$ cat src/rtl/dmm_pkg.sv
`timescale 1ns / 1ps
`default_nettype none

package dmm_pkg;

  // Largest matrix dimension held in the element stores
  localparam int MAX_DIM = 8;
  localparam int DIM_W = (MAX_DIM > 1) ? $clog2(MAX_DIM) : 1;
  localparam int STORE_DEPTH = MAX_DIM * MAX_DIM;
  localparam int ADDR_W = $clog2(STORE_DEPTH);
  localparam logic [3:0] DIM_LIMIT = 4'(MAX_DIM);

  // Element and result widths
  localparam int ELEM_W = 16;
  localparam int PROD_W = 2 * ELEM_W;
  localparam int SUM_W = 36;

  // APB register file
  localparam int PADDR_W = 4;
  localparam logic [1:0] REG_RESULT_ROWS = 2'd0;
  localparam logic [1:0] REG_INNER_LENGTH = 2'd1;
  localparam logic [1:0] REG_RESULT_COLS = 2'd2;
  localparam logic [1:0] REG_B_TRANSPOSED = 2'd3;

  // Input item kinds
  localparam logic [1:0] KIND_LOAD_A = 2'd0;
  localparam logic [1:0] KIND_LOAD_B = 2'd1;
  localparam logic [1:0] KIND_COMPUTE = 2'd2;

  typedef struct packed {
    logic [1:0]         kind;
    logic [2:0]         row_index;
    logic [2:0]         col_index;
    logic signed [15:0] element_value;
  } item_t;

  typedef struct packed {
    logic [2:0]             c_row;
    logic [2:0]             c_col;
    logic signed [SUM_W-1:0] c_value;
    logic                   last;
  } result_t;

  // Tags that follow one inner-product step down the datapath
  typedef struct packed {
    logic             first;
    logic             last_k;
    logic             last_c;
    logic [DIM_W-1:0] row;
    logic [DIM_W-1:0] col;
  } step_tag_t;

  // Last index of a dimension register: zero counts as one, large values saturate
  function automatic logic [DIM_W-1:0] dim_last(input logic [3:0] d);
    logic [DIM_W-1:0] r;
    if (d == 4'd0) begin
      r = '0;
    end else if (d > DIM_LIMIT) begin
      r = DIM_W'(MAX_DIM - 1);
    end else begin
      r = DIM_W'(d - 4'd1);
    end
    return r;
  endfunction

endpackage

`default_nettype wire

$ cat src/rtl/dmm_ram.sv
`timescale 1ns / 1ps
`default_nettype none

module dmm_ram #(
  parameter int WIDTH = 16,
  parameter int DEPTH = 64
) (
  input  wire logic                     clk_i,
  input  wire logic                     we_i,
  input  wire logic [$clog2(DEPTH)-1:0] addr_i,
  input  wire logic [WIDTH-1:0]         wdata_i,
  output logic      [WIDTH-1:0]         rdata_o
);

  logic [WIDTH-1:0] mem_q [DEPTH];

  // Single port, registered read
  always_ff @(posedge clk_i) begin
    if (we_i) begin
      mem_q[addr_i] <= wdata_i;
    end
    rdata_o <= mem_q[addr_i];
  end

endmodule

`default_nettype wire

$ cat src/rtl/dense_matrix_multiply.sv
`timescale 1ns / 1ps
`default_nettype none

// Load items (kind A or B) leave busy_o low, so one may follow every cycle.
// A compute item holds busy_o while its steps run and drain, one inner-product step per cycle through
// the element memories' single read port; C(i,j) strobes from the result register after its last step.
// Results cannot be stalled: each shows on valid_o for exactly one cycle.
// Reset (rst_ni low, asynchronous) clears control, config (8, 8, 8, 0) and the sum register;
// element memories are undefined until written.
module dense_matrix_multiply (
  input  wire logic                          clk_i,
  input  wire logic                          rst_ni,
  // command channel
  input  wire logic                          start_i,
  output logic                               busy_o,
  input  wire dmm_pkg::item_t                item_i,
  // result channel
  output logic                               valid_o,
  output dmm_pkg::result_t                   result_o,
  // APB configuration port
  input  wire logic                          psel_i,
  input  wire logic                          penable_i,
  input  wire logic                          pwrite_i,
  input  wire logic [dmm_pkg::PADDR_W-1:0]   paddr_i,
  input  wire logic [31:0]                   pwdata_i,
  output logic [31:0]                        prdata_o,
  output logic                               pready_o
);

  import dmm_pkg::*;

  typedef enum logic [1:0] {
    StIdle = 2'b01,
    StRun  = 2'b10
  } state_e;

  state_e state_q, state_d;

  logic [3:0] rows_q, inner_q, cols_q;
  logic       trans_q;

  logic [DIM_W-1:0] nr_last_q, nk_last_q, nc_last_q;
  logic [DIM_W-1:0] i_q, j_q, k_q;
  logic [DIM_W-1:0] i_d, j_d, k_d;

  logic accept, do_compute, in_range;
  logic we_a, we_b;
  logic [ADDR_W-1:0] load_addr, a_addr, b_addr, a_run_addr, b_run_addr;
  logic [ELEM_W-1:0] a_rdata, b_rdata;

  logic      s1_q, s2_q;
  step_tag_t tag0, s1_tag_q, s2_tag_q;
  logic signed [PROD_W-1:0] prod_q;
  logic signed [SUM_W-1:0]  acc_q, acc_d;

  logic    valid_q;
  result_t result_q;

  // APB register file
  logic       cfg_we;
  logic [1:0] reg_idx;

  assign pready_o = 1'b1;
  assign cfg_we   = psel_i & penable_i & pwrite_i & pready_o;
  assign reg_idx  = paddr_i[3:2];

  always_ff @(posedge clk_i or negedge rst_ni) begin
    if (!rst_ni) begin
      rows_q  <= 4'd8;
      inner_q <= 4'd8;
      cols_q  <= 4'd8;
      trans_q <= 1'b0;
    end else if (cfg_we) begin
      unique case (reg_idx)
        REG_RESULT_ROWS:  rows_q  <= pwdata_i[3:0];
        REG_INNER_LENGTH: inner_q <= pwdata_i[3:0];
        REG_RESULT_COLS:  cols_q  <= pwdata_i[3:0];
        REG_B_TRANSPOSED: trans_q <= pwdata_i[0];
        default: ;
      endcase
    end
  end

  always_comb begin
    unique case (reg_idx)
      REG_RESULT_ROWS:  prdata_o = {28'd0, rows_q};
      REG_INNER_LENGTH: prdata_o = {28'd0, inner_q};
      REG_RESULT_COLS:  prdata_o = {28'd0, cols_q};
      REG_B_TRANSPOSED: prdata_o = {31'd0, trans_q};
      default:          prdata_o = '0;
    endcase
  end

  // Item decode
  assign busy_o     = (state_q == StRun) | s1_q | s2_q;
  assign accept     = start_i & ~busy_o;
  assign do_compute = accept & (item_i.kind == KIND_COMPUTE);
  assign in_range   = ({1'b0, item_i.row_index} < DIM_LIMIT) &
                      ({1'b0, item_i.col_index} < DIM_LIMIT);
  assign we_a = accept & in_range & (item_i.kind == KIND_LOAD_A);
  assign we_b = accept & in_range & (item_i.kind == KIND_LOAD_B);

  assign load_addr = ADDR_W'(ADDR_W'(item_i.row_index) * ADDR_W'(MAX_DIM))
                   + ADDR_W'(item_i.col_index);

  // Step addresses: A(i,k), B(k,j) or B'(j,k)
  assign a_run_addr = ADDR_W'(ADDR_W'(i_q) * ADDR_W'(MAX_DIM)) + ADDR_W'(k_q);
  assign b_run_addr = trans_q
      ? ADDR_W'(ADDR_W'(j_q) * ADDR_W'(MAX_DIM)) + ADDR_W'(k_q)
      : ADDR_W'(ADDR_W'(k_q) * ADDR_W'(MAX_DIM)) + ADDR_W'(j_q);

  assign a_addr = (state_q == StRun) ? a_run_addr : load_addr;
  assign b_addr = (state_q == StRun) ? b_run_addr : load_addr;

  dmm_ram #(.WIDTH(ELEM_W), .DEPTH(STORE_DEPTH)) u_a_ram (
    .clk_i   (clk_i),
    .we_i    (we_a),
    .addr_i  (a_addr),
    .wdata_i (item_i.element_value),
    .rdata_o (a_rdata)
  );

  dmm_ram #(.WIDTH(ELEM_W), .DEPTH(STORE_DEPTH)) u_b_ram (
    .clk_i   (clk_i),
    .we_i    (we_b),
    .addr_i  (b_addr),
    .wdata_i (item_i.element_value),
    .rdata_o (b_rdata)
  );

  // Step sequencer: k innermost, then j, then i
  always_comb begin
    state_d = state_q;
    i_d = i_q;
    j_d = j_q;
    k_d = k_q;
    unique case (state_q)
      StIdle: begin
        if (do_compute) begin
          state_d = StRun;
          i_d = '0;
          j_d = '0;
          k_d = '0;
        end
      end
      StRun: begin
        if (k_q == nk_last_q) begin
          k_d = '0;
          if (j_q == nc_last_q) begin
            j_d = '0;
            if (i_q == nr_last_q) begin
              state_d = StIdle;
            end else begin
              i_d = i_q + 1'b1;
            end
          end else begin
            j_d = j_q + 1'b1;
          end
        end else begin
          k_d = k_q + 1'b1;
        end
      end
      default: state_d = StIdle;
    endcase
  end

  always_ff @(posedge clk_i or negedge rst_ni) begin
    if (!rst_ni) begin
      state_q   <= StIdle;
      i_q       <= '0;
      j_q       <= '0;
      k_q       <= '0;
      nr_last_q <= '0;
      nk_last_q <= '0;
      nc_last_q <= '0;
    end else begin
      state_q <= state_d;
      i_q     <= i_d;
      j_q     <= j_d;
      k_q     <= k_d;
      if (do_compute) begin
        nr_last_q <= dim_last(rows_q);
        nk_last_q <= dim_last(inner_q);
        nc_last_q <= dim_last(cols_q);
      end
    end
  end

  assign tag0.first  = (k_q == '0);
  assign tag0.last_k = (k_q == nk_last_q);
  assign tag0.last_c = (i_q == nr_last_q) & (j_q == nc_last_q);
  assign tag0.row    = i_q;
  assign tag0.col    = j_q;

  // Datapath: read, multiply, accumulate
  always_ff @(posedge clk_i or negedge rst_ni) begin
    if (!rst_ni) begin
      s1_q  <= 1'b0;
      s2_q  <= 1'b0;
      acc_q <= '0;
    end else begin
      s1_q <= (state_q == StRun);
      s2_q <= s1_q;
      if (s2_q) begin
        acc_q <= acc_d;
      end
    end
  end

  always_ff @(posedge clk_i) begin
    s1_tag_q <= tag0;
    s2_tag_q <= s1_tag_q;
    prod_q   <= $signed(a_rdata) * $signed(b_rdata);
  end

  always_comb begin
    acc_d = (s2_tag_q.first ? '0 : acc_q)
          + {{(SUM_W - PROD_W){prod_q[PROD_W-1]}}, prod_q};
  end

  // Result register
  always_ff @(posedge clk_i or negedge rst_ni) begin
    if (!rst_ni) begin
      valid_q <= 1'b0;
    end else begin
      valid_q <= s2_q & s2_tag_q.last_k;
    end
  end

  always_ff @(posedge clk_i) begin
    if (s2_q & s2_tag_q.last_k) begin
      result_q.c_row   <= 3'(s2_tag_q.row);
      result_q.c_col   <= 3'(s2_tag_q.col);
      result_q.c_value <= acc_d;
      result_q.last    <= s2_tag_q.last_c;
    end
  end

  assign valid_o  = valid_q;
  assign result_o = result_q;

`ifndef SYNTHESIS
  a_state_onehot: assert property (@(posedge clk_i) disable iff (!rst_ni)
    $onehot(state_q))
    else $error("sequencer state not one-hot");

  a_strobe_from_pipe: assert property (@(posedge clk_i) disable iff (!rst_ni)
    valid_o |-> $past(s2_q))
    else $error("result strobe without a finished step");

  a_compute_starts: assert property (@(posedge clk_i) disable iff (!rst_ni)
    do_compute |=> (state_q == StRun))
    else $error("compute item did not start the sequencer");

  a_last_alone: assert property (@(posedge clk_i) disable iff (!rst_ni)
    (valid_o && result_o.last) |=> !valid_o)
    else $error("result strobe follows the last item of a run");

  a_no_load_while_run: assert property (@(posedge clk_i) disable iff (!rst_ni)
    (state_q == StRun) |-> !(we_a || we_b))
    else $error("element write during a compute run");
`endif

endmodule

`default_nettype wire

$ cat config.mk
export PLATFORM = sky130hd
export DESIGN_NAME = dense_matrix_multiply
export DESIGN_NICKNAME = d
export VERILOG_FILES = /design/src/rtl/dmm_pkg.sv /design/src/rtl/dmm_ram.sv /design/src/rtl/dense_matrix_multiply.sv
export SDC_FILE = /design/constraint.sdc
export NUM_CORES = 2
export LEC_CHECK = 0
export ABC_AREA = 1
export BUFFER_PORTS_ARGS = -buffer_cell sky130_fd_sc_hd__buf_2
export CORE_MARGIN = 10
export CORE_UTILIZATION = 30
export CTS_CLUSTER_DIAMETER = 100
export CTS_CLUSTER_SIZE = 16
export DETAILED_ROUTE_END_ITERATION = 10
export GPL_TIMING_DRIVEN = 0
export PLACE_DENSITY = 0.54
export SYNTH_ARGS = -nofsm -noshare
export SYNTH_HDL_FRONTEND = slang
export SYNTH_SLANG_ARGS = --single-unit
$ cat constraint.sdc
create_clock -name clk_i -period 7.55 [get_ports clk_i]
set_input_delay 0.755 -clock clk_i [delete_from_list [all_inputs] [get_ports clk_i]]
set_output_delay 0.755 -clock clk_i [all_outputs]
set_load 0.01 [all_outputs]
==> load_flow_metrics.sql <==
INSERT INTO impl_metrics (metric_group, metric, value, unit) VALUES
('clock_network', 'cts_made_buffers', '168', ''),
('cells_and_area', 'area_of_combinational_cells_with_multiple_inputs', '0.0369', 'mm^2'),
('detailed_routing', 'number_of_iterations_in_the_first_detailed_routing_pass', '9', ''),
('min_path', 'hp-start', 'paddr_i[2]', ''),
('global_routing', 'largest_net_degree_at_the_start_of_global_routing', '87', ''),
('placed_design', 'sum_of_net_half_perimeters_after_detailed_placement', '283000', 'um'),
('worst_setup_path', 'timing.critical_path.from_type', 'flip-flop', ''),
('floorplan', 'die_width', '618', 'um'),
('floorplan', 'floorplan.initialDensity', '30.1', '%'),
('clock_network', 'htree_num_levels', '4', ''),
('worst_setup_path', 'regToRegStartpoint', 'u_b_ram.rdata_o[3]', ''),
('floorplan', 'core_area', '0.356', 'mm^2'),
('detailed_routing', 'detail_route.drc_violations', '0', ''),
('cells_and_area', 'instances_no_fill', '16300', ''),
('synthesis', 'leading_register_cell_type_out_of_synthesis', 'edfxtp_1', ''),
('global_routing', 'grt_pass1_wl', '566000', 'um'),
('status', 'outcome', 'finished, final reports clean', ''),
('global_routing', 'number_of_antenna_violations_at_the_first_check_in_global_routing', '20', ''),
('cells_and_area', 'mostFrequentLayoutCell', 'nand2_1', ''),
('synthesis', 'mappedNetlistArea', '0.107', 'mm^2'),
('clock_network', 'clock_tree_from_tritoncts', 'built', ''),
('clock_network', 'ctsResizeCount', '0', ''),
('timing', 'final_max_slew_viol_count', '0', ''),
('clock_network', 'clk_root_buffer_cell', 'clkbuf_16', ''),
('global_routing', 'global_route.usage.total', '20.5', '%'),
('detailed_routing', 'vias_per_cell', '4.97', ''),
('cells_and_area', 'drive_gt1_share', '7.85', '%'),
('floorplan', 'placement_rows', '219', ''),
('timing', 'worstMarginPinSlew', '1.42', 'ns'),
('cells_and_area', 'ff_latch_area', '0.0662', 'mm^2'),
('clock_network', 'cts.clk_slew.worst_paths', '0.07', 'ns'),
('timing', 'holdWs', '0.269', 'ns'),
('floorplan', 'die_y', '618', 'um'),
('min_path', 'min-delay-path-class', 'input port to flip-flop', ''),
('timing', 'number_of_setup_violations_in_the_final_report', '0', ''),
('detailed_routing', 'first_iter_violations', '10800', ''),
('timing', 'slew_headroom', '5.09', '%'),
('clock_network', 'postCtsHoldBufs', '1', ''),
('detailed_routing', 'vias', '80800', ''),
('worst_setup_path', 'critical_path_required', '8.32', 'ns'),
('job', 'max-cap-violations', '0', ''),
('floorplan', 'io-pin-count', '144', ''),
('detailed_routing', 'wl_per_cell', '25.0', 'um'),
('clock_network', 'clkLatencyLatePin', '0.90', 'ns'),
('placed_design', 'placement.io_buffers', '84', ''),
('worst_setup_path', 'cp-end-kind', 'flip-flop', ''),
('worst_setup_path', 'crit_fanout', '10', ''),
('detailed_routing', 'ant_nets', '0', ''),
('timing', 'timing.final.ws_setup', '0.492', 'ns'),
('timing', 'finalCriticalPeriod', '7.06', 'ns'),
('floorplan', 'die_area', '0.381', 'mm^2'),
('worst_setup_path', 'critPathArrivalTime', '7.83', 'ns'),
('global_routing', 'grt-ovfl-total', '0', ''),
('clock_network', 'tritoncts_num_sinks', '2245', ''),
('synthesis', 'synthArstFlopShare', '3.21', '%'),
('worst_setup_path', 'worst_r2r_path_depth', '22', ''),
('synthesis', 'synth_seq_cells', '2245', ''),
('min_path', 'count_of_cells_along_the_worst_hold_path', '3', ''),
('cells_and_area', 'area_growth_syn_to_layout', '13.9', '%'),
('placed_design', 'placed_cells', '16000', ''),
('timing', 'totalNegativeSetupSlack', '0', 'ns'),
('synthesis', 'synth.yosys.warnings', '0', ''),
('cells_and_area', 'commonest_non_fill_non_tap_cells_in_the_layout', 'nand2_1 (5,854), edfxtp_1 (2,091), inv_1 (604)', ''),
('synthesis', 'netlist-cell-type-count', '51', ''),
('timing', 'hold_viol', '0', ''),
('placed_design', 'placement.setup.worst_slack', '0.453', 'ns'),
('timing', 'share_of_the_clock_period_used_by_the_worst_path_after_layout', '93.5', '%'),
('detailed_routing', 'drt_wl_total', '406000', 'um'),
('cells_and_area', 'nets', '11900', ''),
('timing', 'fmax', '142', 'MHz'),
('synthesis', 'edff_count_synth', '2091', '');
## metrics by stage
stage	cell area, um^2	util (%)
after floorplan	107000	-
after global placement	114000	31.9
after detailed placement	117000	33.0
after CTS	122000	34.3
after global routing	122000	34.3
final	122000	34.3
## final timing paths
kind / end / slack [ns]
max in group asynchronous: cols_q[3] / 6.64
hold reg to reg: s2_tag_q[8] / 0.32
setup / recovery: prod_q[28] / 0.49
min in group asynchronous: acc_q[8] / 0.29
setup reg to reg: prod_q[28] / 0.49
hold / removal: trans_q / 0.27
## cell type report
| class | count | area share [%] |
|---|---|---|
| Tap cell | 4751 | 4.87 |
| Antenna cell | 35 | 0.0718 |
| Clock inverter | 12 | 0.0892 |
| Sequential cell | 2245 | 54.3 |
| Multi-Input combinational cell | 7598 | 30.3 |
| Inverter | 626 | 1.93 |
| Buffer | 576 | 2.20 |
| Clock buffer | 220 | 3.64 |
| Timing Repair Buffer | 205 | 2.64 |
## registers in the layout (all words and copies together), names as in the netlist, 4 cells and up
register         count
acc_q               36
u_a_ram.mem_q     1024
result_o            43
u_a_ram.rdata_o     16
u_b_ram.mem_q     1024
u_b_ram.rdata_o     16
cols_q               4
s2_tag_q             9
inner_q              4
s1_tag_q             9
rows_q               4
prod_q              32
## critical path, stage by stage (launching register included)
cell and delay, ns:
dfxtp_1 0.32, clkbuf_1 0.63, clkbuf_1 0.60, nand2_1 0.12
inv_1 0.10, fa_1 0.56, fa_1 0.85, inv_1 0.18
fa_1 0.46, fa_1 0.55, inv_1 0.05, fa_1 0.53
inv_1 0.05, fa_1 0.48, inv_1 0.04, ha_1 0.37
nand2_1 0.12, nor2_1 0.14, inv_1 0.08, nor3_1 0.25
nand3_1 0.12, nand2_1 0.10, xor2_1 0.22
## cell usage after synthesis (2+ instances only)
library cell  instances  area share [%]
fa_1                263             4.9
conb_1                2          0.0070
a31oi_1               2           0.012
xnor2_1              23            0.19
dfxtp_1              82             1.5
buf_2               261             1.2
nor4_1                5           0.029
nor3_2                9           0.084
o21a_1                9           0.063
nor2_1              347             1.2
dfstp_2               4           0.098
edfxtp_1           2091              59
nand3_1             581             2.7
nor3_1               18           0.084
ha_1                124             1.4
inv_1               605             2.1
o21ai_4               3           0.046
nand4_1              18            0.11
xor2_1               37            0.30
and2_1               20            0.12
o21ai_0              96            0.45
or2_2                 6           0.035
buf_1                41            0.14
nand3b_1              4           0.028
o21ai_1               2          0.0093
nand4_4              16            0.32
nand2_1            5854              21
o211ai_1              8           0.056
clkbuf_1            224            0.78
inv_2                20           0.070
a21oi_1              87            0.41
dfrtp_1              68             1.6
o21bai_1              8           0.056
buf_4                49            0.34
a21o_1                6           0.042
or2_1                 2           0.012
nor3_4                9            0.14
## logic make-up after synthesis
| kind of cell | Yosys count | share of synthesized area [%] |
|---|---|---|
| buf+inv | 1202 | 4.70 |
| flops | 2245 | 61.8 |
| xor+xnor | 60 | 0.490 |
| other cells | 2 | 0.00701 |
| compound gates | 228 | 1.20 |
| fa+ha+maj | 387 | 6.36 |
| simple gates | 6894 | 25.4 |
## per-layer routing
metal | wire length [um] | GRT usage, % | vias up
met5 | 30 | 0 | -
met4 | 23600 | 10.0 | 4
met3 | 45700 | 5.09 | 946
met2 | 176000 | 31.5 | 4342
met1 | 161000 | 27.1 | 39400
li1 | - | - | 36100
Power is not shown: default switching activity piles up to over one toggle a cycle in this logic, so the estimate is an artifact.
